**src/rtl/msd_pkg.sv**
```systemverilog
// Shared types, message constants and the block-to-part lookup for the SysEx mode detector.
// Used by msd_tracker, msd_classify and midi_sysex_mode_detector; depends on nothing.
package msd_pkg;

	localparam int unsigned HeadDepth = 10;
	localparam logic [3:0]  CountMax  = 4'd15;

	// Manufacturer ids
	localparam logic [7:0] ID_UNIVERSAL = 8'h7E;
	localparam logic [7:0] ID_CHECKSUM  = 8'h41;
	localparam logic [7:0] ID_XG        = 8'h43;

	// Message body bytes
	localparam logic [7:0] EOX          = 8'hF7;
	localparam logic [7:0] SUB_GM       = 8'h09;
	localparam logic [7:0] GM_ON        = 8'h01;
	localparam logic [7:0] GM_OFF       = 8'h02;
	localparam logic [7:0] GM2_ON       = 8'h03;
	localparam logic [7:0] MODEL_GS     = 8'h42;
	localparam logic [7:0] CMD_SET      = 8'h12;
	localparam logic [7:0] ADDR_HI_GS   = 8'h40;
	localparam logic [7:0] ADDR_RESET   = 8'h7F;
	localparam logic [7:0] VAL_GS_RESET = 8'h41;
	localparam logic [7:0] ADDR_RHYTHM  = 8'h15;
	localparam logic [7:0] BLOCK_MASK   = 8'hF0;
	localparam logic [7:0] BLOCK_PART   = 8'h10;
	localparam logic [7:0] MODEL_XG     = 8'h4C;
	localparam logic [7:0] XG_RESET_VAL = 8'h7E;
	localparam logic [7:0] BYTE_ZERO    = 8'h00;
	localparam logic [7:0] MODE_MAX     = 8'h02;

	typedef enum logic [2:0] {
		OUT_NONE       = 3'd0,
		OUT_GM_ON      = 3'd1,
		OUT_GM_OFF     = 3'd2,
		OUT_GM2_ON     = 3'd3,
		OUT_GS_RESET   = 3'd4,
		OUT_XG_RESET   = 3'd5,
		OUT_RHYTHM     = 3'd6,
		OUT_UNKNOWN_GM = 3'd7
	} outcome_t;

	// Per-message context held by the tracker.
	typedef struct packed {
		logic [HeadDepth-1:0][7:0] head;
		logic [3:0]                count;
		logic [7:0]                sum;
		logic [7:0]                prev1;
		logic [7:0]                prev2;
	} ctx_t;

	typedef struct packed {
		outcome_t   outcome;
		logic [3:0] part_channel;
		logic [1:0] part_mode;
		logic       bad_termination;
		logic       bad_checksum;
		logic       mode_out_of_range;
	} result_t;

	// Zero-based channel of the part addressed by a block number.
	function automatic logic [3:0] block_channel(input logic [3:0] blk);
		logic [3:0] ch;
		case (blk)
			4'd0:    ch = 4'd9;
			4'd1:    ch = 4'd0;
			4'd2:    ch = 4'd1;
			4'd3:    ch = 4'd2;
			4'd4:    ch = 4'd3;
			4'd5:    ch = 4'd4;
			4'd6:    ch = 4'd5;
			4'd7:    ch = 4'd6;
			4'd8:    ch = 4'd7;
			4'd9:    ch = 4'd8;
			4'd10:   ch = 4'd10;
			4'd11:   ch = 4'd11;
			4'd12:   ch = 4'd12;
			4'd13:   ch = 4'd13;
			4'd14:   ch = 4'd14;
			4'd15:   ch = 4'd15;
			default: ch = 4'd0;
		endcase
		return ch;
	endfunction

endpackage

```
**src/rtl/msd_tracker.sv**
```systemverilog
// Per-message byte tracker: head bytes, saturating count, checksum sum and the last two bytes.
// Depends on msd_pkg.
module msd_tracker (
	input  logic          clk,
	input  logic          arst_n,
	input  logic          step,
	input  logic [7:0]    msg_byte,
	input  logic          end_of_msg,
	output msd_pkg::ctx_t ctx
);
	import msd_pkg::*;

	ctx_t ctx_q;

	always_ff @(posedge clk or negedge arst_n) begin
		if (!arst_n) begin
			ctx_q <= '0;
		end else if (step) begin
			if (end_of_msg) begin
				ctx_q <= '0;
			end else begin
				for (int k = 0; k < HeadDepth; k++) begin
					if (ctx_q.count == 4'(k)) begin
						ctx_q.head[k] <= msg_byte;
					end
				end
				// The sum trails the newest byte by two places and starts at index 4.
				if (ctx_q.count >= 4'd6) begin
					ctx_q.sum <= ctx_q.sum + ctx_q.prev2;
				end
				ctx_q.prev2 <= ctx_q.prev1;
				ctx_q.prev1 <= msg_byte;
				if (ctx_q.count != CountMax) begin
					ctx_q.count <= ctx_q.count + 4'd1;
				end
			end
		end
	end

	assign ctx = ctx_q;

endmodule

```
**src/rtl/msd_classify.sv**
```systemverilog
// Classifies a message at its last byte from the tracker context and that byte.
// Depends on msd_pkg.
module msd_classify (
	input  msd_pkg::ctx_t    ctx,
	input  logic [7:0]       msg_byte,
	output msd_pkg::result_t result
);
	import msd_pkg::*;

	logic [HeadDepth-1:0][7:0] msg;
	logic [3:0]                idx;
	logic [7:0]                sum;
	logic [6:0]                expect_sum;

	always_comb begin
		idx = ctx.count;
		for (int k = 0; k < HeadDepth; k++) begin
			msg[k] = (idx == 4'(k)) ? msg_byte : ctx.head[k];
		end
		sum        = ctx.sum + ((idx >= 4'd6) ? ctx.prev2 : 8'd0);
		expect_sum = 7'd0 - sum[6:0];
	end

	always_comb begin
		result = '0;
		result.outcome = OUT_NONE;
		if (msg[0] == ID_UNIVERSAL) begin
			if (idx >= 4'd3 && msg[2] == SUB_GM) begin
				if (msg[3] == GM_ON) begin
					result.outcome = OUT_GM_ON;
				end else if (msg[3] == GM_OFF) begin
					result.outcome = OUT_GM_OFF;
				end else if (msg[3] == GM2_ON) begin
					result.outcome = OUT_GM2_ON;
				end else begin
					result.outcome = OUT_UNKNOWN_GM;
				end
				result.bad_termination = (idx >= 4'd4) && (msg[4] != EOX);
			end
		end else if (msg[0] == ID_CHECKSUM) begin
			if (idx >= 4'd2) begin
				result.bad_termination = (msg_byte != EOX);
				if (ctx.prev1 != {1'b0, expect_sum}) begin
					result.bad_checksum = 1'b1;
				end else if (idx == 4'd9 && msg[2] == MODEL_GS && msg[3] == CMD_SET &&
				             msg[4] == ADDR_HI_GS && msg[9] == EOX) begin
					if (msg[5] == BYTE_ZERO && msg[6] == ADDR_RESET && msg[7] == BYTE_ZERO &&
					    msg[8] == VAL_GS_RESET) begin
						result.outcome = OUT_GS_RESET;
					end else if (msg[6] == ADDR_RHYTHM &&
					             (msg[5] & BLOCK_MASK) == BLOCK_PART) begin
						if (msg[7] > MODE_MAX) begin
							result.mode_out_of_range = 1'b1;
						end else begin
							result.outcome      = OUT_RHYTHM;
							result.part_channel = block_channel(msg[5][3:0]);
							result.part_mode    = msg[7][1:0];
						end
					end
				end
			end
		end else if (msg[0] == ID_XG) begin
			if (idx == 4'd7 && msg[2] == MODEL_XG && msg[3] == BYTE_ZERO &&
			    msg[4] == BYTE_ZERO && msg[5] == XG_RESET_VAL && msg[6] == BYTE_ZERO &&
			    msg[7] == EOX) begin
				result.outcome = OUT_XG_RESET;
			end
		end
	end

endmodule

```
**src/rtl/midi_sysex_mode_detector.sv**
```systemverilog
// Top level of the SysEx mode detector: input register, tracker, classifier, result register.
// Depends on msd_pkg, msd_tracker and msd_classify.
//
//  Channel | Handshake            | Payload
//  --------+----------------------+-------------------------------------------------------
//  in      | in_valid / in_ready  | msg_byte[7:0], end_of_msg
//  out     | out_valid / out_ready| outcome[2:0], part_channel[3:0], part_mode[1:0],
//          |                      | bad_termination, bad_checksum, mode_out_of_range
//
// One item is accepted per cycle while in_ready is high; a result is registered when its last
// byte leaves the input stage. The rate is set by the single input stage, which updates the
// tracker and classifies as it advances. Reset clears the stage valid bits and the per-message
// context at once. A non-final byte leaves the input stage even while a result waits at the
// output; only a final byte waits for the result register to free, and then in_ready falls.
module midi_sysex_mode_detector (
	input  logic       clk,
	input  logic       arst_n,
	input  logic       in_valid,
	output logic       in_ready,
	input  logic [7:0] msg_byte,
	input  logic       end_of_msg,
	output logic       out_valid,
	input  logic       out_ready,
	output logic [2:0] outcome,
	output logic [3:0] part_channel,
	output logic [1:0] part_mode,
	output logic       bad_termination,
	output logic       bad_checksum,
	output logic       mode_out_of_range
);
	import msd_pkg::*;

	// Input stage.
	logic       valid_s1;
	logic [7:0] byte_s1;
	logic       last_s1;
	logic       adv_s1;

	// Result register.
	logic    out_valid_q;
	result_t result_q;

	ctx_t    ctx;
	result_t result;

	// The stage moves on unless it holds a final byte whose result has nowhere to go.
	assign adv_s1   = valid_s1 && (!last_s1 || !out_valid_q || out_ready);
	assign in_ready = !valid_s1 || adv_s1;

	always_ff @(posedge clk or negedge arst_n) begin
		if (!arst_n) begin
			valid_s1 <= 1'b0;
		end else if (in_ready) begin
			valid_s1 <= in_valid;
		end
	end

	always_ff @(posedge clk) begin
		if (in_ready && in_valid) begin
			byte_s1 <= msg_byte;
			last_s1 <= end_of_msg;
		end
	end

	msd_tracker u_tracker (
		.clk        (clk),
		.arst_n     (arst_n),
		.step       (adv_s1),
		.msg_byte   (byte_s1),
		.end_of_msg (last_s1),
		.ctx        (ctx)
	);

	msd_classify u_classify (
		.ctx      (ctx),
		.msg_byte (byte_s1),
		.result   (result)
	);

	always_ff @(posedge clk or negedge arst_n) begin
		if (!arst_n) begin
			out_valid_q <= 1'b0;
		end else if (adv_s1 && last_s1) begin
			out_valid_q <= 1'b1;
		end else if (out_ready) begin
			out_valid_q <= 1'b0;
		end
	end

	always_ff @(posedge clk) begin
		if (adv_s1 && last_s1) begin
			result_q <= result;
		end
	end

	assign out_valid         = out_valid_q;
	assign outcome           = result_q.outcome;
	assign part_channel      = result_q.part_channel;
	assign part_mode         = result_q.part_mode;
	assign bad_termination   = result_q.bad_termination;
	assign bad_checksum      = result_q.bad_checksum;
	assign mode_out_of_range = result_q.mode_out_of_range;

	// An empty input stage always takes an item.
	a_ready_when_empty: assert property (@(posedge clk) disable iff (!arst_n)
		!valid_s1 |-> in_ready)
		else $error("input stage empty but not ready");

	// A rhythm mode result never carries a mode above two.
	a_mode_range: assert property (@(posedge clk) disable iff (!arst_n)
		(out_valid_q && result_q.outcome == OUT_RHYTHM) |-> (result_q.part_mode != 2'd3))
		else $error("rhythm mode result with mode out of range");

	// Channel and mode are zero for every other outcome.
	a_part_zero: assert property (@(posedge clk) disable iff (!arst_n)
		(out_valid_q && result_q.outcome != OUT_RHYTHM) |->
		(result_q.part_channel == 4'd0 && result_q.part_mode == 2'd0))
		else $error("part fields set on a non-rhythm result");

	// A failed checksum or a rejected mode gives no outcome.
	a_flag_no_outcome: assert property (@(posedge clk) disable iff (!arst_n)
		(out_valid_q && (result_q.bad_checksum || result_q.mode_out_of_range)) |->
		(result_q.outcome == OUT_NONE))
		else $error("outcome reported alongside checksum or mode error");

	// The context is back to its cleared state after a final byte leaves the stage.
	a_ctx_cleared: assert property (@(posedge clk) disable iff (!arst_n)
		(adv_s1 && last_s1) |=> (ctx.count == 4'd0 && ctx.sum == 8'd0))
		else $error("message context not cleared after final byte");

endmodule

```
**config.mk**
```make
export PLATFORM = sky130hd
export DESIGN_NAME = midi_sysex_mode_detector
export DESIGN_NICKNAME = d
export VERILOG_FILES = /design/src/rtl/msd_pkg.sv /design/src/rtl/msd_tracker.sv /design/src/rtl/msd_classify.sv /design/src/rtl/midi_sysex_mode_detector.sv
export SDC_FILE = /design/constraint.sdc
export NUM_CORES = 1
export LEC_CHECK = 0
export ABC_AREA = 1
export BUFFER_PORTS_ARGS = -buffer_cell sky130_fd_sc_hd__buf_2
export CORE_ASPECT_RATIO = 0.6
export CORE_MARGIN = 8
export CORE_UTILIZATION = 38
export CTS_CLUSTER_DIAMETER = 150
export CTS_CLUSTER_SIZE = 40
export DETAILED_ROUTE_END_ITERATION = 6
export GPL_TIMING_DRIVEN = 0
export HOLD_SLACK_MARGIN = 0.12
export MAX_ROUTING_LAYER = met4
export SETUP_SLACK_MARGIN = 0.5
export SYNTH_ARGS = -nofsm -noshare
export SYNTH_HDL_FRONTEND = slang
export SYNTH_HIERARCHICAL = 1
export SYNTH_SLANG_ARGS = --single-unit
```
**constraint.sdc**
```tcl
create_clock -name clk -period 2.6 [get_ports clk]
set_input_delay 0.13 -clock clk [delete_from_list [all_inputs] [get_ports clk]]
set_output_delay 0.13 -clock clk [all_outputs]
set_load 0.005 [all_outputs]
```
-- Word-level counts from Yosys, hierarchy flattened
Memory sizes are Yosys's and may differ from the RTL's.
Index checks and enable logic that the tools add are counted.
- add/sub/neg operators: 4
- magnitude comparators: 5
- equality and inequality tests: 31
- mux-type cells: 40
- bitwise logic cells: 4
- reductions and logical operators: 39
- operators by type and width (operator ; number):
    $mux 108 ; 1
    $mux 8 ; 11
    $eq 8x7->1 const B ; 9
    $logic_not 8->1 ; 5
    $mux 9 ; 4
    $mux 3 ; 10
    $logic_and 1x1->1 ; 19
    $eq 4x3->1 const B ; 4
    $eq 8x2->1 const B ; 2
    $eq 8x5->1 const B ; 2
    $eq 8x8->1 const B ; 2
    $ne 8x8->1 const B ; 2
    $mux 12 ; 1
    $mux 1 ; 10
    $add 8x8->8 ; 1
    $eq 4x1->1 const B ; 2
    $eq 4x2->1 const B ; 2
    $eq 4x4->1 const B ; 2
    $eq 8x1->1 const B ; 1
    $eq 8x4->1 const B ; 1
    $ge 4x2->1 const B ; 2
    $ge 4x3->1 const B ; 2
    $gt 8x2->1 const B ; 1
    $ne 8x7->1 ; 1
    16 further kinds ; 26
- register bits: 123
- bits in read-only memories: 64
- input bits: 13
- memories kept: 1
- memories (memory ; words ; width ; read ports ; clocked after Yosys merged registers in ; wr ports ; line ; source):
    (no name shown) ; 16 ; 4 ; 1 ; 0 ; 0 ; msd_pkg.sv:64 ; case (blk)

-- Depth between registers and ports, before layout
- depth after elaboration: 13
- mapped depth: 17
- depth with buffers taken out: 17

-- By module
The synthesis kept the hierarchy.
- modules (own cells, without submodules) (module ; instances ; cells each ; area an instance (um^2)):
    msd_tracker ; 1 ; 510 ; 4705.8
    msd_classify ; 1 ; 592 ; 2656.3
    midi_sysex_mode_detector ; 1 ; 35 ; 738.2

-- Worst setup path before layout
Ideal clock, no wire load.
- kind: register to register
- start point: reg u_tracker.ctx_q, in the netlist u_tracker/ctx[27]
- end point: reg result_q, in the netlist part_channel[0] (data pin)
- library setup time: 0.139 ns
- data arrival time: 2.645 ns
- required time: 2.461 ns
- path slack: -0.184 ns
- stages on the path, launching flop included: 16
- buffers on the path: 0
- period minus slack after synthesis: 2.784 ns
- path through: dfrtp_1 > a21oi_1 > nor2_1 > ha_1 > inv_1 > ha_1 > fa_1 > xnor2_1 > nand3_1 > nor2_1 > nand2_1 > nor2_1 > nand3_1 > nor2_2 > nand2_2 > nor2_1
- longest elaborated chain between the ends: 9
- elaborated cells between the ends (all ways): 51
- those cells by class: add/sub (2); order compare (3); eq/ne (19); mux (10); bitwise (4); reduce/logical (12); memory (1)
- RTL lines (what ; line ; source):
    from (decl) ; msd_tracker.sv:13 ; ctx_t ctx_q;
    branches (longest 9 deep; another with $add 7x7->7) ; - ;
    to (signal assigned) ; midi_sysex_mode_detector.sv:92 ; result_q <= result;
    to (decl) ; midi_sysex_mode_detector.sv:41 ; result_t result_q;
Several ways; the timed one is not identified.
A chain may end at the register's enable or synchronous reset.

-- Final worst setup path
- start point: reg u_tracker.ctx_q, in the netlist u_tracker/ctx[26]
- end point: reg result_q, in the netlist bad_checksum (data pin)
- longest elaborated chain between the ends: 6
- elaborated cells between the ends (all ways): 14
- those cells by class: add/sub (2); order compare (2); eq/ne (3); mux (3); bitwise (2); reduce/logical (2)
- RTL lines (what ; line ; source):
    $ge 4x3->1 ; msd_classify.sv:20 ; sum = ctx.sum + ((idx >= 4'd6) ? ctx.prev2 : 8'd0);
    $mux 7 ; msd_classify.sv:20 ;
    $add 7x7->7 ; msd_classify.sv:20 ;
    $sub 1x7->7 ; msd_classify.sv:21 ; expect_sum = 7'd0 - sum[6:0];
    $ne 8x7->1 ; msd_classify.sv:43 ; if (ctx.prev1 != {1'b0, expect_sum}) begin
    $mux 1 ; msd_classify.sv:43 ;
Parallel ways exist; a longest one is shown, timed or not.

==> run summary <==
Switch Pwr -> 2.37 mW
Max incr delay on CP -> 0.49 ns
Drt via density -> 5.02
Most common cell after layout, fill and taps aside -> nand2_1
DRC -> 0
Combinational share of power -> 0.280
Worst-Margin Slew -> 0.835 ns
Failing checks -> negative setup slack
Placer Congestion -> 1.01
Dpl hpwl -> 17.9 mm
DR pass1 iterations -> 6
TNS Setup -> -2.66 ns
Initial Util -> 0.386
Post-Synthesis Net Count -> 1129
Area post-placement -> 8170 um2
Pwr dens -> 709 nW/um2
First-pass GRT wire length -> 38.6 mm
Max-slew violation count -> 0
Worst slew margin -> 0.443
Most frequent cells in the layout -> nand2_1 (369), inv_1 (172), dfrtp_1 (96)
Largest net degree at the start of global routing -> 61
Fmax -> 343 MHz
Pleak -> 4.65 nW
# fillers -> 1973
Synth Cell Area -> 7660 um2
Routed WL -> 24.9 mm
Final setup margin -> -0.314 ns
CTS tree -> done
Die footprint -> 25100 um2
GRT Total Usage -> 0.208
Dpl cells -> 1388
Clk slew on worst S/H paths -> 0.06 ns
Status -> complete, but fails checks
Sw frac -> 0.352
Initial drt markers -> 880
I/O Pins -> 27
Share of layout cells above drive strength 1 -> 0.182
Clk_lat worst skew -> 0.43 ns
Syn Area/Cell -> 7.04 um2
P&R area growth vs syn -> 23.9%
Non-filler cells in the finished layout -> 1461
Tightest Hold Check Type -> in -> async
Global route overflow -> 0
Via Count -> 7333
Highest ir drop seen on vdd -> 0.608 mV
RSZ-0062 raised after global routing -> true
Wire length per cell -> 17.1 um
ANT cells -> 0
Final Cycle Share -> 1.12
CP Cell Sequence -> a21oi_4, nor2_2, ha_1, inv_2, ha_4, fa_1, xnor2_1, nand3_1, nor2_2, nand2_1, nor2_1, nand3_2, buf_4, nand2_2, inv_1
Critical path class -> reg -> reg
Critical path capture point type -> register
Clock skew -> 0.0135 ns
Reg area -> 3140 um2
Crit path time final -> 2.91 ns
Fin util -> 0.478
Clk sinks -> 121
Die Span X -> 199 um
Initial antenna violation count -> 0
Die Ht -> 126 um
FP Rows -> 40
Startpoint type of the worst setup path -> register
I/O Buffers -> 26
Final setup fails -> 10
Worst Path Required -> 2.78 ns
Placement Setup Slack -> -0.608 ns
Max-cap check violation count -> 0
Number of nets with antenna violations after routing -> 0
CTS H-tree lvls -> 4
Number of global-route vias before repair -> 6636
Final Net Count -> 1216
Root Buffer -> clkbuf_16
Clock power frac -> 0.376
Crit path top cell by count -> nor2_2
Worst path arrival time -> 3.10 ns
Gate Count Post-Synth -> 1088
Cts bufs inserted -> 17
Internal -> 4.36 mW
Reg power frac -> 0.344
Max stage delay cell, worst path -> fa_1
Final Hold Viols -> 0
Area of the multi-input gates -> 3950 um2
Longest Clk Path Bufs -> 2
Number of synthesis warnings -> 6
Critical-path maximum fanout -> 3
Core area -> 19900 um2
Design area -> 9500 um2
-- worst max-delay path: cells and delay by family, from the launching register on --
family | cells | cell delay [ns]
AO/OA/AOI/OAI | 1 | 0.20
XOR/XNOR | 1 | 0.13
adder cells (fa/ha/maj) | 3 | 0.92
buffers and inverters | 3 | 0.28
flip-flops | 1 | 0.43
AND/OR/NAND/NOR | 7 | 0.71
-- layer usage --
layer,GRT usage,part of all wire,up-vias
met1,0.319,0.50,3393
met5,-,0,-
met3,0.0827,0.13,26
met2,0.243,0.36,350
li1,-,-,3564
met4,0.0392,0.0087,0
-- sequential cells by signal, summed over array words and instances, names as in the netlist, 2 cells and up --
name / count
part_mode: 2
outcome: 3
byte_s1: 8
part_channel: 4
u_tracker/ctx: 98
-- through the flow --
step,hold WS (ns),power [mW]
global route,0.399,7.07
global placement,0.306,3.86
detailed placement,0.282,3.88
floorplan,-0.166,3.40
finish,0.345,6.74
CTS,0.377,6.60
-- cell type report --
cell class,count,area share
Timing Repair Buffer,68,0.0564
Inverter,183,0.0735
Clock inverter,13,0.0175
Tap cell,273,0.0360
Buffer,26,0.0227
Sequential cell,121,0.330
Multi-Input combinational cell,758,0.416
Clock buffer,19,0.0478
-- power by group through the flow --
stage / clock network, mW / logic, mW / registers [mW]
4_1_cts: 2.56 / 1.72 / 2.31
3_5_place_dp: 0 / 1.52 / 2.36
2_1_floorplan: 0 / 1.09 / 2.30
5_1_grt: 2.64 / 2.08 / 2.35
6_report: 2.53 / 1.89 / 2.32
3_3_place_gp: 0 / 1.50 / 2.36
-- path summary, 6_finish.rpt --
check,endpoint,slack [ns],startpoint,depth (start not counted)
worst min-delay path,u_tracker/ctx[21]$_DFFE_PN0P_,0.34,arst_n,2
worst min register to register,u_tracker/ctx[52]$_DFFE_PN0P_,0.47,u_tracker/ctx[52]$_DFFE_PN0P_,2
worst max register to register,bad_checksum$_DFFE_PP_,-0.31,u_tracker/ctx[26]$_DFFE_PN0P_,15
worst max-delay path,bad_checksum$_DFFE_PP_,-0.31,u_tracker/ctx[26]$_DFFE_PN0P_,15
max in group asynchronous,u_tracker/ctx[27]$_DFFE_PN0P_,1.54,arst_n,3
min in group clk,byte_s1[7]$_DFFE_PP_,0.40,msg_byte[7],2
-- repair_timing --
action                     4_1_cts  5_1_grt
pin swaps                       21       17
gates resized for setup         64       44
hold buffers                    13        0
gates cloned                     1        0
hold endpoints to repair        70        0
setup buffers                   15       12
setup endpoints to repair       27       22
Note: power is estimated with default switching activity, not from simulation.
